==> src/hdl/box_iou_gt_matcher_macros.svh <==
// Assertion shorthands used by the matcher top level.
`ifndef BOX_IOU_GT_MATCHER_MACROS_SVH
`define BOX_IOU_GT_MATCHER_MACROS_SVH

// same-cycle implication
`define BIGM_ASSERT_NOW(label, clk, rst_n, ante, cons, msg) \
	label: assert property (@(posedge clk) disable iff (!rst_n) (ante) |-> (cons)) else $error(msg);

// next-cycle implication
`define BIGM_ASSERT_NEXT(label, clk, rst_n, ante, cons, msg) \
	label: assert property (@(posedge clk) disable iff (!rst_n) (ante) |=> (cons)) else $error(msg);

`endif

==> src/hdl/bigm_pkg.sv <==
package bigm_pkg;

	localparam int MAX_GT_DEF = 64;
	localparam int ONE_PIXEL  = 16;
	localparam int FRAC_BITS  = 16;

	// opcodes of an input word
	localparam logic OP_LOAD  = 1'b0;
	localparam logic OP_QUERY = 1'b1;

	// register indexes
	localparam logic [7:0] REG_GT_COUNT = 8'd0;
	localparam logic [7:0] REG_FG_THR   = 8'd1;
	localparam logic [7:0] REG_BG_HIGH  = 8'd2;
	localparam logic [7:0] REG_BG_LOW   = 8'd3;

	localparam logic [16:0] FG_THR_RST  = 17'd32768;
	localparam logic [16:0] BG_HIGH_RST = 17'd32768;
	localparam logic [16:0] BG_LOW_RST  = 17'd0;

	typedef struct packed {
		logic wr;        // store a ground-truth entry
		logic ld_prop;   // capture proposal box
		logic clr_best;  // reset running best
		logic rd;        // read box table
		logic mul_prop;  // proposal area
		logic mul_inter; // intersection area
		logic mul_gt;    // ground-truth area
		logic uni;       // union
		logic dinit;     // first quotient bit
		logic dstep;     // one fraction bit
		logic upd;       // compare against best
		logic lbl_rd;    // read label of best
		logic out_load;  // fill output register
		logic no_gt;     // empty table result
	} cmd_t;

	typedef struct packed {
		logic ovl;       // current pair overlaps
		logic out_busy;  // output word not yet taken
	} sts_t;

endpackage

==> src/hdl/bigm_ctrl.sv <==
module bigm_ctrl import bigm_pkg::*; #(
	parameter int MAX_GT = MAX_GT_DEF,
	parameter int IW     = (MAX_GT > 1) ? $clog2(MAX_GT) : 1
) (
	input  logic          clk,
	input  logic          arst_n,
	input  logic          in_valid,
	output logic          in_ready,
	input  logic          op,
	input  logic [6:0]    gt_count,
	input  logic          out_ready,
	input  sts_t          sts,
	output cmd_t          cmd,
	output logic [IW-1:0] ent_idx
);

	localparam int CW = $clog2(MAX_GT + 1);
	localparam int NW = (CW > 7) ? CW : 7;

	localparam logic [3:0] S_IDLE  = 4'd0;
	localparam logic [3:0] S_PAREA = 4'd1;
	localparam logic [3:0] S_RD    = 4'd2;
	localparam logic [3:0] S_GEOM  = 4'd3;
	localparam logic [3:0] S_MINT  = 4'd4;
	localparam logic [3:0] S_MGT   = 4'd5;
	localparam logic [3:0] S_UNI   = 4'd6;
	localparam logic [3:0] S_DINIT = 4'd7;
	localparam logic [3:0] S_DSTEP = 4'd8;
	localparam logic [3:0] S_UPD   = 4'd9;
	localparam logic [3:0] S_LBL   = 4'd10;
	localparam logic [3:0] S_FIN   = 4'd11;

	logic [3:0]    state_q, state_d;
	logic [IW-1:0] idx_q, idx_d;
	logic [3:0]    dcnt_q, dcnt_d;
	logic [NW-1:0] gtc, n_eff;
	logic          no_gt, last;

	assign gtc   = NW'(gt_count);
	assign n_eff = (gtc > NW'(MAX_GT)) ? NW'(MAX_GT) : gtc;
	assign no_gt = n_eff == '0;
	assign last  = (NW'(idx_q) + NW'(1)) == n_eff;

	assign in_ready = state_q == S_IDLE;
	assign ent_idx  = idx_q;

	always_comb begin
		state_d = state_q;
		idx_d   = idx_q;
		dcnt_d  = dcnt_q;
		cmd     = '0;
		cmd.no_gt = no_gt;
		case (state_q)
			S_IDLE: begin
				if (in_valid) begin
					if (op == OP_LOAD) begin
						cmd.wr = 1'b1;
					end else begin
						cmd.ld_prop  = 1'b1;
						cmd.clr_best = 1'b1;
						idx_d        = '0;
						state_d      = S_PAREA;
					end
				end
			end
			S_PAREA: begin
				cmd.mul_prop = 1'b1;
				state_d      = no_gt ? S_FIN : S_RD;
			end
			S_RD: begin
				cmd.rd  = 1'b1;
				state_d = S_GEOM;
			end
			S_GEOM: state_d = S_MINT;
			S_MINT: begin
				if (sts.ovl) begin
					cmd.mul_inter = 1'b1;
					state_d       = S_MGT;
				end else begin
					state_d = S_UPD;
				end
			end
			S_MGT: begin
				cmd.mul_gt = 1'b1;
				state_d    = S_UNI;
			end
			S_UNI: begin
				cmd.uni = 1'b1;
				state_d = S_DINIT;
			end
			S_DINIT: begin
				cmd.dinit = 1'b1;
				dcnt_d    = '0;
				state_d   = S_DSTEP;
			end
			S_DSTEP: begin
				cmd.dstep = 1'b1;
				dcnt_d    = dcnt_q + 4'd1;
				if (dcnt_q == 4'(FRAC_BITS - 1))
					state_d = S_UPD;
			end
			S_UPD: begin
				cmd.upd = 1'b1;
				if (last) begin
					state_d = S_LBL;
				end else begin
					idx_d   = idx_q + IW'(1);
					state_d = S_RD;
				end
			end
			S_LBL: begin
				cmd.lbl_rd = 1'b1;
				state_d    = S_FIN;
			end
			S_FIN: begin
				if (!sts.out_busy || out_ready) begin
					cmd.out_load = 1'b1;
					state_d      = S_IDLE;
				end
			end
			default: state_d = S_IDLE;
		endcase
	end

	always_ff @(posedge clk or negedge arst_n) begin
		if (!arst_n) begin
			state_q <= S_IDLE;
			idx_q   <= '0;
			dcnt_q  <= '0;
		end else begin
			state_q <= state_d;
			idx_q   <= idx_d;
			dcnt_q  <= dcnt_d;
		end
	end

endmodule

==> config.mk <==
export PLATFORM = sky130hd
export DESIGN_NAME = bigm_ctrl
export DESIGN_NICKNAME = d
export VERILOG_FILES = /design/src/hdl/box_iou_gt_matcher_macros.svh /design/src/hdl/bigm_pkg.sv /design/src/hdl/bigm_ctrl.sv
export SDC_FILE = /design/constraint.sdc
export NUM_CORES = 1
export LEC_CHECK = 0
export BUFFER_PORTS_ARGS = -buffer_cell sky130_fd_sc_hd__buf_2
export CAP_MARGIN = 20
export CORE_AREA = 5 5 75 77
export DETAILED_ROUTE_END_ITERATION = 6
export DIE_AREA = 0 0 80 82
export SYNTH_ARGS = -nofsm -noshare
export SYNTH_HDL_FRONTEND = slang
export SYNTH_SLANG_ARGS = --single-unit
==> constraint.sdc <==
create_clock -name clk -period 3.4 [get_ports clk]
set_input_delay 0.17 -clock clk [delete_from_list [all_inputs] [get_ports clk]]
set_output_delay 0.17 -clock clk [all_outputs]
set_load 0.01 [all_outputs]
---- Yosys cells after proc, flatten, opt, wreduce, memory -nomap -nowiden ----
Cells that the tools add are included.
word-level totals
  flip-flop bits (word level) ............. 14
  latch bits .............................. 0
  bits in writable memories ............... 0
  bits in read-only memories .............. 0
  output and inout port bits .............. 21
  logic and storage cells ................. 63
  memories kept ........................... 0
cells by class
  add/subtract/negate cells ............... 3
  multipliers ............................. 0
  divide/modulo/power cells ............... 0
  order comparisons ....................... 1
  eq/ne operators ......................... 18
  shifts and indexed selects .............. 0
  muxes and demuxes ....................... 30
  bitwise logic cells ..................... 0
  reductions and logical operators ........ 8
operator list
  cell                                                                      number
  4-bit case mux with 12 select lines                                       1
  4-bit two-way mux                                                         7
  4-bit equality test (second input constant)                               5
  6-bit two-way mux                                                         3
  4-bit by 3-bit equality test with 1-bit output (second input constant)    4
  1-bit two-way mux                                                         13
  6-bit case mux with 2 select lines                                        1
  4-bit by 2-bit equality test with 1-bit output (second input constant)    2
  2-bit inequality test (second input constant)                             4
  4-bit case mux with 2 select lines                                        1
  4-bit AND reduction                                                       2
  6-bit by 1-bit adder with 7-bit output (second input constant)            1
  7-bit equality test                                                       1
  7-bit greater-than comparator (second input constant)                     1
  7-bit logical NOT                                                         1
  7-bit two-way mux                                                         1
  6-bit by 1-bit adder with 6-bit output (second input constant)            1
  3-bit two-way mux                                                         2
  4-bit by 1-bit adder with 4-bit output (second input constant)            1
  4-bit by 1-bit equality test with 1-bit output (second input constant)    1
  4-bit logical NOT                                                         1
  2-bit nonzero test                                                        2
  2-bit two-way mux                                                         1
  2-bit by 1-bit inequality test with 1-bit output (second input constant)  1
  other kinds (2)                                                           2

---- Longest topological paths before layout ----
Gate-level depths: netlist (run 1).
  depth in word-level cells ............... 5
  depth in mapped cells ................... 9
  depth with buffers taken out ............ 7

---- Worst setup path before layout (run 1) ----
No wires, ideal clock.
  kind .................................... register to register
  start ................................... register idx_q[0] (netlist: ent_idx[0])
  end ..................................... register idx_q[2] (netlist: ent_idx[2])
  library setup time ...................... 0.069 ns
  arrival time ............................ 2.406 ns
  data required time ...................... 3.331 ns
  slack ................................... 0.926 ns
  cell stages (with the launch flop) ...... 10
  path buffers ............................ 2
  clock period less this slack ............ 2.474 ns
  cells stage by stage .................... dfrtp_1 -> ha_1 -> clkbuf_1 -> xor2_1 -> a32oi_1 -> o32a_1 -> or4_4 -> buf_6 -> or3_1 -> nand3_1
between the ends
  longest elaborated chain between the ends .. 4
  elaborated cells between the ends (all ways) .. 7
  classes of those cells .................. add/sub (2); eq/ne (2); mux (2); reduce/logical (1)
RTL lines
  element                                 RTL line          RTL
  start: declaration                      bigm_ctrl.sv:34   logic [IW-1:0] idx_q, idx_d;
  start signal: assignment                bigm_ctrl.sv:132  idx_q <= idx_d;
  6-bit by 1-bit adder with 7-bit output  bigm_ctrl.sv:42   assign last = (NW'(idx_q) + NW'(1)) == n_eff;
  7-bit equality test                     bigm_ctrl.sv:42
  2-bit inequality test (no line)         -
  4-bit AND reduction (no line)           -
Several ways; a longest one is shown, not always the timed one. The select of a mux whose other input is x is not followed.
A chain may end at the register's enable or synchronous reset.

---- Worst setup path in the final report (run 1) ----
  start ................................... register idx_q[0] (netlist: ent_idx[0])
  end ..................................... register state_q[3]
between the ends
  longest elaborated chain between the ends .. 4
RTL lines
  element                                 RTL line          RTL
  6-bit by 1-bit adder with 7-bit output  bigm_ctrl.sv:42
  7-bit equality test                     bigm_ctrl.sv:42
  4-bit two-way mux                       bigm_ctrl.sv:104  if (last) begin
  4-bit case mux with 12 select lines     bigm_ctrl.sv:53   case (state_q)
  end signal: assignment                  bigm_ctrl.sv:131  state_q <= state_d;
  end: declaration                        bigm_ctrl.sv:33   logic [3:0] state_q, state_d;
Every way passes these cells.

==> results by group, run 1 <==
Critical path
  • Crit-path max FO: 10
  • Critical Path AT: 2600 ps
  • Startpoint Class: flop
  • Req. time, crit path: 3530 ps
  • Crit Path Class: flop to flop
  • CP Capture Type: flop

Die
  • Die area: 0.00656 mm2
  • Die H: 82 um
  • Row Count: 26
  • IO Pins: 35
  • Initial core utilization: 0.255
  • CORE AREA: 0.00494 mm2
  • Die width: 80 um

Drt
  • Iter 0 DRT Violations: 100
  • DRC: 0
  • Antenna viol nets, final: 0
  • 1st-pass router iterations: 4
  • Met2 Wirelength: 1470 um
  • Met1 Wirelength: 1540 um
  • Met3 wire length: 181 um
  • Via-per-instance ratio: 5.01
  • Total number of vias: 1298
  • Final wirelength: 3230 um
  • DR top layer: met4
  • Avg WL per Cell: 12.5 um

Synthesis
  • Post-Synthesis Cells: 162
  • Ranking of synthesized cells by area: dfrtp_1 28%, nand2_1 6.3%, nor2_1 4.2%
  • Synthesis Warnings: 0
  • #FFs+latches synth: 14
  • Count leader, synth: nand2_1
  • Post-synth ARST share: 1.00
  • Synth top cells by count: 21 x nand2_1, 14 x dfrtp_1, 14 x nor2_1, 9 x nand3_1
  • Top-area cell type share of the netlist area: 0.278
  • Leading area contributor after synthesis: dfrtp_1
  • Netlist Area Pre-Place: 0.00126 mm2
  • EDFF count, synth: 0
  • Post-Syn Area per Cell: 7.79 um2
  • Sequential share of the synthesized area: 0.278
  • Commonest register cell after synthesis: dfrtp_1
  • Cell variety after synth: 44
  • Mapped Nets: 178

GRT
  • Largest net degree at the start of global routing: 16
  • Gr usage total: 0.104
  • Global route total overflow: 0
  • First-pass GRT wire length: 5500 um
  • Initial antenna violation count: 0
  • Vias in the first global route: 1194

STA
  • Max Fclk: 0.405 GHz
  • Clock Skews: 6.88 ps
  • Clock period minus final worst setup slack: 2470 ps
  • Slew headroom: 0.585
  • Max Slew Vio Count: 0
  • TNS Setup: 0 ps
  • Worst slew pin tran: 622 ps
  • Final setup violating endpoints: 0
  • Fin. Hold Viols: 0
  • RSZ-0062 raised after global routing: no
  • Fin crit share: 0.726

Clocking
  • Num Clock Sinks: 14
  • CTS max path bufs: 2
  • CTS H-tree lvls: 1
  • CTS root buffer: clkbuf_8
  • CTS Buf Count: 3
  • Setup Buffers After CTS: 0
  • CTS tree: done
  • Clock Latency Late Sink: 250 ps
  • Worst-path clk slew: 60 ps

Pwr
  • Pwr/cell area: 534 mW/mm2
  • Overall Power: 0.814 mW
  • Switching power: 0.357 mW
  • Sw frac: 0.439
  • Combinational share of power: 0.434
  • Pint: 0.457 mW
  • Sequential power share: 0.363
  • Static leakage: 0.701 nW
  • Peak VDD IR: 0.228 mV
  • Clock power frac: 0.204

Placement
  • Post-DP HPWL: 2460 um
  • Placement Cell Area: 0.00146 mm2
  • PortBufs: 34
  • GPL Wtd Cong: 0.824

Layout
  • Area delta synth->final: 20.9%
  • Fin area: 0.00153 mm2
  • Fillers: 556
  • ANT cells: 0
  • Post-layout nets: 206
  • Share of cells above drive strength 1: 0.238

Run status
  • Status: completed

Job
  • MaxCap Viol Count: 0

Worst hold path
  • HP Class: primary input to flop
worst max-delay path: stages, from the launching register on:
cell and delay (ps):
dfrtp_1 480, ha_1 360, nand3_1 170, xnor2_1 260, nor2_1 90, o32ai_2 590
nor4_1 80, or3_1 310
per-stage QoR:
step           hold WS (ps)  utilization  instances  setup WS [ps]
6_report                242        0.308        259            933
3_3_place_gp           95.6        0.295        254            956
5_1_grt                 293        0.308        259            652
3_5_place_dp            108        0.295        254            917
4_1_cts                 236        0.308        259            908
2_1_floorplan          -126            -        162            926
cells by family (layout without fill, tap and decap cells):
kind of cell | count (synthesis) | count (layout) | synth area share
multiplexers | 4 | 4 | 0.0317
AND/OR/NAND/NOR | 77 | 77 | 0.318
AO/OA/AOI/OAI | 38 | 38 | 0.219
buffers and inverters | 20 | 47 | 0.0734
adder cells (fa/ha/maj) | 2 | 2 | 0.0198
flip-flops | 14 | 14 | 0.278
XOR/XNOR | 7 | 7 | 0.0595
cells in the final DEF (no fill, tap or decap), types with 2 or more instances in the layout:
| cell | n |
|---|---|
| buf_2 | 34 |
| nand2_1 | 21 |
| nor2_1 | 14 |
| dfrtp_1 | 14 |
| nand3_1 | 9 |
| inv_1 | 7 |
| nor3_1 | 7 |
| o21ai_0 | 7 |
| a21oi_1 | 7 |
| xnor2_1 | 4 |
| mux2i_1 | 4 |
| a31oi_1 | 4 |
| clkbuf_8 | 4 |
| nand2b_1 | 3 |
| nor4_1 | 3 |
| nand4_1 | 3 |
| nor4b_1 | 3 |
| or3_1 | 3 |
| nor3b_1 | 3 |
| o31a_1 | 3 |
| o211ai_1 | 3 |
| or4_4 | 2 |
| xor2_1 | 2 |
| a32oi_1 | 2 |
| and3_1 | 2 |
| nand3b_1 | 2 |
| a21o_1 | 2 |
| ha_1 | 2 |
sequential cells by signal (all words and copies together) (netlist names):
name / flops
state_q: 4
dcnt_q: 4
ent_idx: 6
routing by layer:
metal	GRT usage	up-vias
met5	0	-
met1	0.139	613
met2	0.168	28
met4	0.0355	0
met3	0.0197	4
li1	-	653
repair_timing:
item                      CTS  global route
resized for setup           0             0
hold endpoints to repair   14             0
hold buffers                1             0
final timing paths:
path                            depth (start not counted)  slack (ps)         end        from
worst max-delay path                                    7         930  state_q[3]  ent_idx[0]
max in group asynchronous                               2        2770   dcnt_q[0]      arst_n
worst min-delay path                                    4         240  state_q[1]   out_ready
worst max register to register                          7         930  state_q[3]  ent_idx[0]
worst min register to register                          1         490   dcnt_q[3]   dcnt_q[3]
min in group asynchronous                               2         360   dcnt_q[2]      arst_n
layout make-up:
| class | count | area, um2 | area share |
|---|---|---|---|
| Sequential cell | 14 | 350 | 0.230 |
| Clock buffer | 4 | 55.1 | 0.0361 |
| Multi-Input combinational cell | 128 | 818 | 0.537 |
| Tap cell | 70 | 87.6 | 0.0574 |
| Timing Repair Buffer | 36 | 188 | 0.123 |
| Inverter | 7 | 26.3 | 0.0172 |
power groups by stage:
| stage | Clock (mW) | Sequential [mW] | Combinational (mW) |
|---|---|---|---|
| floorplan | 0 | 0.252 | 0.305 |
| finish | 0.166 | 0.295 | 0.353 |
| global route | 0.176 | 0.310 | 0.405 |
| global placement | 0 | 0.297 | 0.354 |
| detailed placement | 0 | 0.296 | 0.356 |
| CTS | 0.172 | 0.294 | 0.359 |
Note: power is estimated with default switching activity, not from simulation.
==> run 2, diff against run 1 <==
Clock period 3.4 ns to 2.05 ns, I/O delays scaled along.
==> run 2 against run 1 <==
  * The flow now finishes with violations (setup timing)
  * Combinational power rose by 140%
  * Via count rose by 7.6%
  * Final cell count rose by 9.7%
  * Cell area rose by 15%
  * Count of clock-buffer cells in the layout did not move
  * Hold slack got worse by 62 ps
  * First-iteration DRC count fell by 46%
  * Critical path depth did not move
  * Sequential cell count did not move
  * Die area did not move
  * Setup slack got worse by 1000 ps
  * Routed wire length rose by 9.5%
==> results by group, run 2 (same netlist as run 1, synthesis figures left out) <==
Clocking
  • CTS Buf Count: 3 (unchanged)
  • CTS H-tree lvls: 1 (unchanged)
  • CTS tree: done
  • CTS max path bufs: 2 (unchanged)
  • Num Clock Sinks: 14 (unchanged)
  • Clock Latency Late Sink: 250 ps (about the same)
  • CTS root buffer: clkbuf_8
  • Worst-path clk slew: 60 ps (about the same)

STA
  • Worst slew pin tran: 451 ps (-172 ps)
  • Max Fclk: 0.473 GHz (+17%)
  • Fin crit share: 1.03 (+0.306)
  • Slew headroom: 0.697 (+0.112)
  • Fin. Hold Viols: 0 (unchanged)
  • Clock period minus final worst setup slack: 2110 ps (-353 ps)
  • RSZ-0062 raised after global routing: yes
  • Clock Skews: 2.89 ps (-4.00 ps)
  • Fin Hold WS: 180 ps (-62.4 ps)
  • Final setup violating endpoints: 6 (+6)
  • Final WS setup: -64.3 ps (-997 ps)
  • Max Slew Vio Count: 0 (unchanged)

Drt
  • 1st-pass router iterations: 4 (unchanged)
  • Via-per-instance ratio: 4.92 (-1.9%)
  • Antenna viol nets, final: 0 (unchanged)
  • DRC: 0 (unchanged)
  • Iter 0 DRT Violations: 54 (-46%)
  • Final wirelength: 3530 um (+9.5%)
  • Avg WL per Cell: 12.4 um (-0.15%)
  • Total number of vias: 1396 (+7.6%)

Worst hold path
  • HP Class: primary input to flop

GRT
  • Global route total overflow: 0 (unchanged)
  • Vias in the first global route: 1314 (+10%)
  • Gr usage total: 0.114 (+0.0102)
  • Initial antenna violation count: 0 (unchanged)
  • First-pass GRT wire length: 6120 um (+11%)
  • Largest net degree at the start of global routing: 15 (-1)

Pwr
  • Pwr/cell area: 867 mW/mm2 (+62%)
  • Overall Power: 1.52 mW (+87%)
  • Static leakage: 0.832 nW (+19%)
  • Peak VDD IR: 0.324 mV (+42%)

Critical path
  • Startpoint Class: flop
  • Critical Path AT: 2280 ps (-320 ps)
  • CP Capture Type: flop
  • Req. time, crit path: 2220 ps (-1310 ps)
  • Crit-path max FO: 8 (-2)
  • Crit Path Class: flop to flop

Layout
  • ANT cells: 0 (unchanged)
  • Post-layout nets: 231 (+12%)
  • Max reg flops: 6 (unchanged)
  • Area delta synth->final: 39.0%
  • Share of cells above drive strength 1: 0.364 (+0.126)
  • Commonest non-fill, non-tap cells in the layout: 34 x buf_2, 26 x buf_4, 21 x nand2_1
  • Most common cell after layout, fill and taps aside: buf_2
  • Fin area: 0.00175 mm2 (+15%)

Placement
  • GPL Wtd Cong: 0.806 (-2.2%)
  • Post-DP HPWL: 2800 um (+14%)
  • PortBufs: 34 (unchanged)
  • Placement Cell Area: 0.00166 mm2 (+14%)

Die
  • Die H: 82 um (unchanged)
  • Initial core utilization: 0.255 (unchanged)
  • Row Count: 26 (unchanged)
  • Die area: 0.00656 mm2 (unchanged)
  • IO Pins: 35 (unchanged)
  • Die width: 80 um (unchanged)
  • CORE AREA: 0.00494 mm2 (unchanged)

Run status
  • Violated checks: setup timing
  • Status: finished, violations left

Job
  • MaxCap Viol Count: 0 (unchanged)
-- run 2: cell types whose count changed in the layout (fill, tap and decap cells not counted), sizes merged --
cell,change
buf,+25
-- run 2: what timing repair did --
| item | CTS | global route |
|---|---|---|
| buffers inserted | 2 | 0 |
| pin swaps | 1 | 1 |
| endpoints found under the hold margin | 14 | 0 |
| resized for setup | 2 | 2 |
| hold buffers | 1 | 0 |
| setup endpoints to repair | 7 | 7 |
-- run 2: per-stage QoR --
| stage | utilization | setup WS (ps) | setup TNS, ps | instances |
|---|---|---|---|---|
| 5_1_grt | 0.355 | -178 | -913 | 284 |
| 6_report | 0.355 | -64.3 | -243 | 284 |
| 4_1_cts | 0.353 | -68.5 | -285 | 284 |
| 3_5_place_dp | 0.336 | -211 | -1250 | 277 |
| 3_3_place_gp | 0.336 | -159 | -947 | 277 |
| 2_1_floorplan | - | -151 | -933 | 162 |
-- run 2: power by group --
part	internal, mW	leakage, nW	switching, mW
sequential	0.344	0.185	0.0594
clock	0.170	0.0288	0.107
combinational	0.366	0.618	0.473
-- run 2: worst paths after layout --
kind                       startpoint  cells past startpoint    endpoint  slack [ps]
min in group asynchronous      arst_n                      2   dcnt_q[3]         280
setup reg to reg           ent_idx[0]                      7  ent_idx[1]         -60
setup / recovery           ent_idx[0]                      7  ent_idx[1]         -60
hold / removal              out_ready                      4  state_q[1]         180
max in group asynchronous      arst_n                      2  ent_idx[1]        1500
hold reg to reg             dcnt_q[3]                      1   dcnt_q[3]         500
-- run 2: cell type report --
type | count | area [um2]
clock buffer | 4 | 55.1
fill | 536 | 3190
inverter | 7 | 26.3
multi-input combinational | 128 | 855
sequential | 14 | 354
tap | 70 | 87.6
timing repair buffer | 61 | 375
-- run 2: critical path, cell delays in order, from the launching register on --
cell and delay (ps):
dfrtp_2 440, ha_4 190, xnor3_1 200, a32oi_1 90, o32a_1 180, or4_4 480
o21ai_4 240, mux2i_1 210
-- run 2: routing by layer --
| layer | part of all wire | GRT usage | routed length, um |
|---|---|---|---|
| met1 | 0.47 | 0.154 | 1660 |
| met2 | 0.49 | 0.196 | 1740 |
| met3 | 0.036 | 0.00987 | 128 |
| met4 | 0.0028 | 0.0304 | 10 |
| met5 | 0 | 0 | 0 |
==> run 3, diff against run 2 <==
Clock period 2.05 ns to 2.4 ns, I/O delays scaled along.
==> run 3 against run 2 <==
  * First-iteration DRC count rose by 3.7%
  * Critical path type unchanged
  * The flow now finishes without violations
  * Total power fell by 20%
  * Non-clock buffer count fell by 18
==> results by group, run 3 (same netlist as run 1, synthesis figures left out) <==
Critical path
  • Worst path bufs/invs: 0 (unchanged)
  • Critical path's largest stage delay: 580 ps (+100 ps)
  • Critical Path AT: 2440 ps (+160 ps)
  • Crit Path Class: flop to flop
  • CP Capture Type: flop
  • Crit-path max FO: 8 (unchanged)
  • Startpoint Class: flop
  • Req. time, crit path: 2580 ps (+360 ps)
  • CP max-delay cell: or4_4
  • Top delay family on crit path: simple AND/OR/NAND/NOR gates
  • Critical Path, Cell by Cell: ha_2, nor3b_1, a32oi_1, o32a_1, or4_4, or3_1, nand3_1

Layout
  • Non-filler cells, final: 266 (-6.3%)
  • Most common cell after layout, fill and taps aside: buf_2
  • Commonest non-fill, non-tap cells in the layout: 34 x buf_2, 21 x nand2_1, 14 x nor2_1
  • Core Util, Final: 0.323 (-0.0311)
  • Multi-input gate area: 838 um2 (-1.9%)
  • Area delta synth->final: 26.8%
  • ANT cells: 0 (unchanged)
  • Max reg flops: 6 (unchanged)
  • Post-layout nets: 213 (-7.8%)
  • Share of cells above drive strength 1: 0.281 (-0.0839)
  • Register Area: 352 um2 (-0.71%)
  • Fillers: 570 (+6.3%)
  • Fin area: 0.00160 mm2 (-8.8%)

STA
  • Fin. Hold Viols: 0 (unchanged)
  • Slew headroom: 0.665 (-0.0316)
  • RSZ-0062 raised after global routing: no
  • Clock Skews: 1.28 ps (-1.61 ps)
  • Final WS setup: 144 ps (+208 ps)
  • TNS Setup: 0 ps (+243 ps)
  • Worst slew pin tran: 495 ps (+44.6 ps)
  • Clock period minus final worst setup slack: 2260 ps (+142 ps)
  • Fin Hold WS: 187 ps (+7.29 ps)
  • Final setup violating endpoints: 0 (-6)
  • Max Slew Vio Count: 0 (unchanged)
  • Max Fclk: 0.443 GHz (-6.3%)
  • Fin crit share: 0.940 (-0.0912)

Die
  • IO Pins: 35 (unchanged)
  • Die area: 0.00656 mm2 (unchanged)
  • CORE AREA: 0.00494 mm2 (unchanged)
  • Die width: 80 um (unchanged)
  • Row Count: 26 (unchanged)
  • Die H: 82 um (unchanged)
  • Initial core utilization: 0.255 (unchanged)

Clocking
  • CTS max path bufs: 2 (unchanged)
  • Worst-path clk slew: 60 ps (about the same)
  • Setup Buffers After CTS: 0 (-2)
  • CTS root buffer: clkbuf_8
  • Clock Latency Late Sink: 240 ps (about the same)
  • CTS tree: done
  • CTS Buf Count: 3 (unchanged)
  • Num Clock Sinks: 14 (unchanged)
  • CTS H-tree lvls: 1 (unchanged)

Pwr
  • Overall Power: 1.21 mW (-20%)
  • Peak VDD IR: 0.310 mV (-4.5%)
  • Sw frac: 0.427 (+0.00667)
  • Sequential power share: 0.290 (+0.024)
  • Pwr/cell area: 757 mW/mm2 (-13%)
  • Static leakage: 0.734 nW (-12%)
  • Pint: 0.694 mW (-21%)
  • Combinational share of power: 0.517 (-0.035)
  • Clock power frac: 0.193 (+0.011)
  • Switching power: 0.517 mW (-19%)

Drt
  • 1st-pass router iterations: 4 (unchanged)
  • Total number of vias: 1300 (-6.9%)
  • Final wirelength: 3350 um (-5.0%)
  • Via-per-instance ratio: 4.89 (-0.58%)
  • Antenna viol nets, final: 0 (unchanged)
  • Avg WL per Cell: 12.6 um (+1.4%)
  • Iter 0 DRT Violations: 56 (+3.7%)
  • DRC: 0 (unchanged)

GRT
  • First-pass GRT wire length: 5950 um (-2.7%)
  • Gr usage total: 0.112 (-0.00215)
  • Vias in the first global route: 1281 (-2.5%)
  • Initial antenna violation count: 0 (unchanged)
  • Largest net degree at the start of global routing: 15 (unchanged)
  • Global route total overflow: 0 (unchanged)

Job
  • MaxCap Viol Count: 0 (unchanged)

Worst hold path
  • HP Class: primary input to flop

Placement
  • Placed Instances: 261 (-5.8%)
  • Placement Cell Area: 0.00152 mm2 (-8.7%)
  • Setup WS pre-CTS: 121 ps (+332 ps)
  • Post-DP HPWL: 2620 um (-6.3%)
  • GPL Wtd Cong: 0.824 (+2.3%)
  • PortBufs: 34 (unchanged)

Run status
  • Status: completed
==> run 3: cell type report <==
type | count | share of cell area
multi-input cells | 128 | 0.524
flip-flops and latches | 14 | 0.220
clock buffers | 4 | 0.0344
inverters | 7 | 0.0164
repair buffers | 43 | 0.150
well taps | 70 | 0.0548
==> run 3: path summary, 6_finish.rpt <==
kind                            start    endpoint  slack [ps]  cells past startpoint
setup / recovery           ent_idx[0]  ent_idx[2]         140                      7
hold / removal              out_ready  state_q[1]         190                      4
setup reg to reg           ent_idx[0]  ent_idx[2]         140                      7
hold reg to reg             dcnt_q[3]   dcnt_q[3]         500                      1
max in group asynchronous      arst_n  ent_idx[0]        1810                      2
min in group asynchronous      arst_n  ent_idx[5]         310                      2
==> run 3: what timing repair did <==
item	in CTS	in global routing
hold buffers	1	0
hold endpoints to repair	14	0
resized for setup	0	2
setup endpoints to repair	0	4
==> run 3: tightest hold or removal path: cells and delay by family <==
family        cells  cell delay, ps
simple gates      3             200
buf+inv           1              80
==> run 3: layer usage <==
metal,vias to the layer above,GRT usage,share of wire
met2,31,0.182,0.46
li1,665,-,-
met3,2,0.0241,0.059
met5,-,0,0
met1,602,0.151,0.48
met4,0,0.0304,0.0042
==> run 3: power groups by stage <==
stage / registers [mW] / clock network [mW] / logic, mW
2_1_floorplan: 0.359 / 0 / 0.436
3_3_place_gp: 0.354 / 0 / 0.618
3_5_place_dp: 0.355 / 0 / 0.622
4_1_cts: 0.351 / 0.236 / 0.628
5_1_grt: 0.363 / 0.246 / 0.720
6_report: 0.352 / 0.233 / 0.626
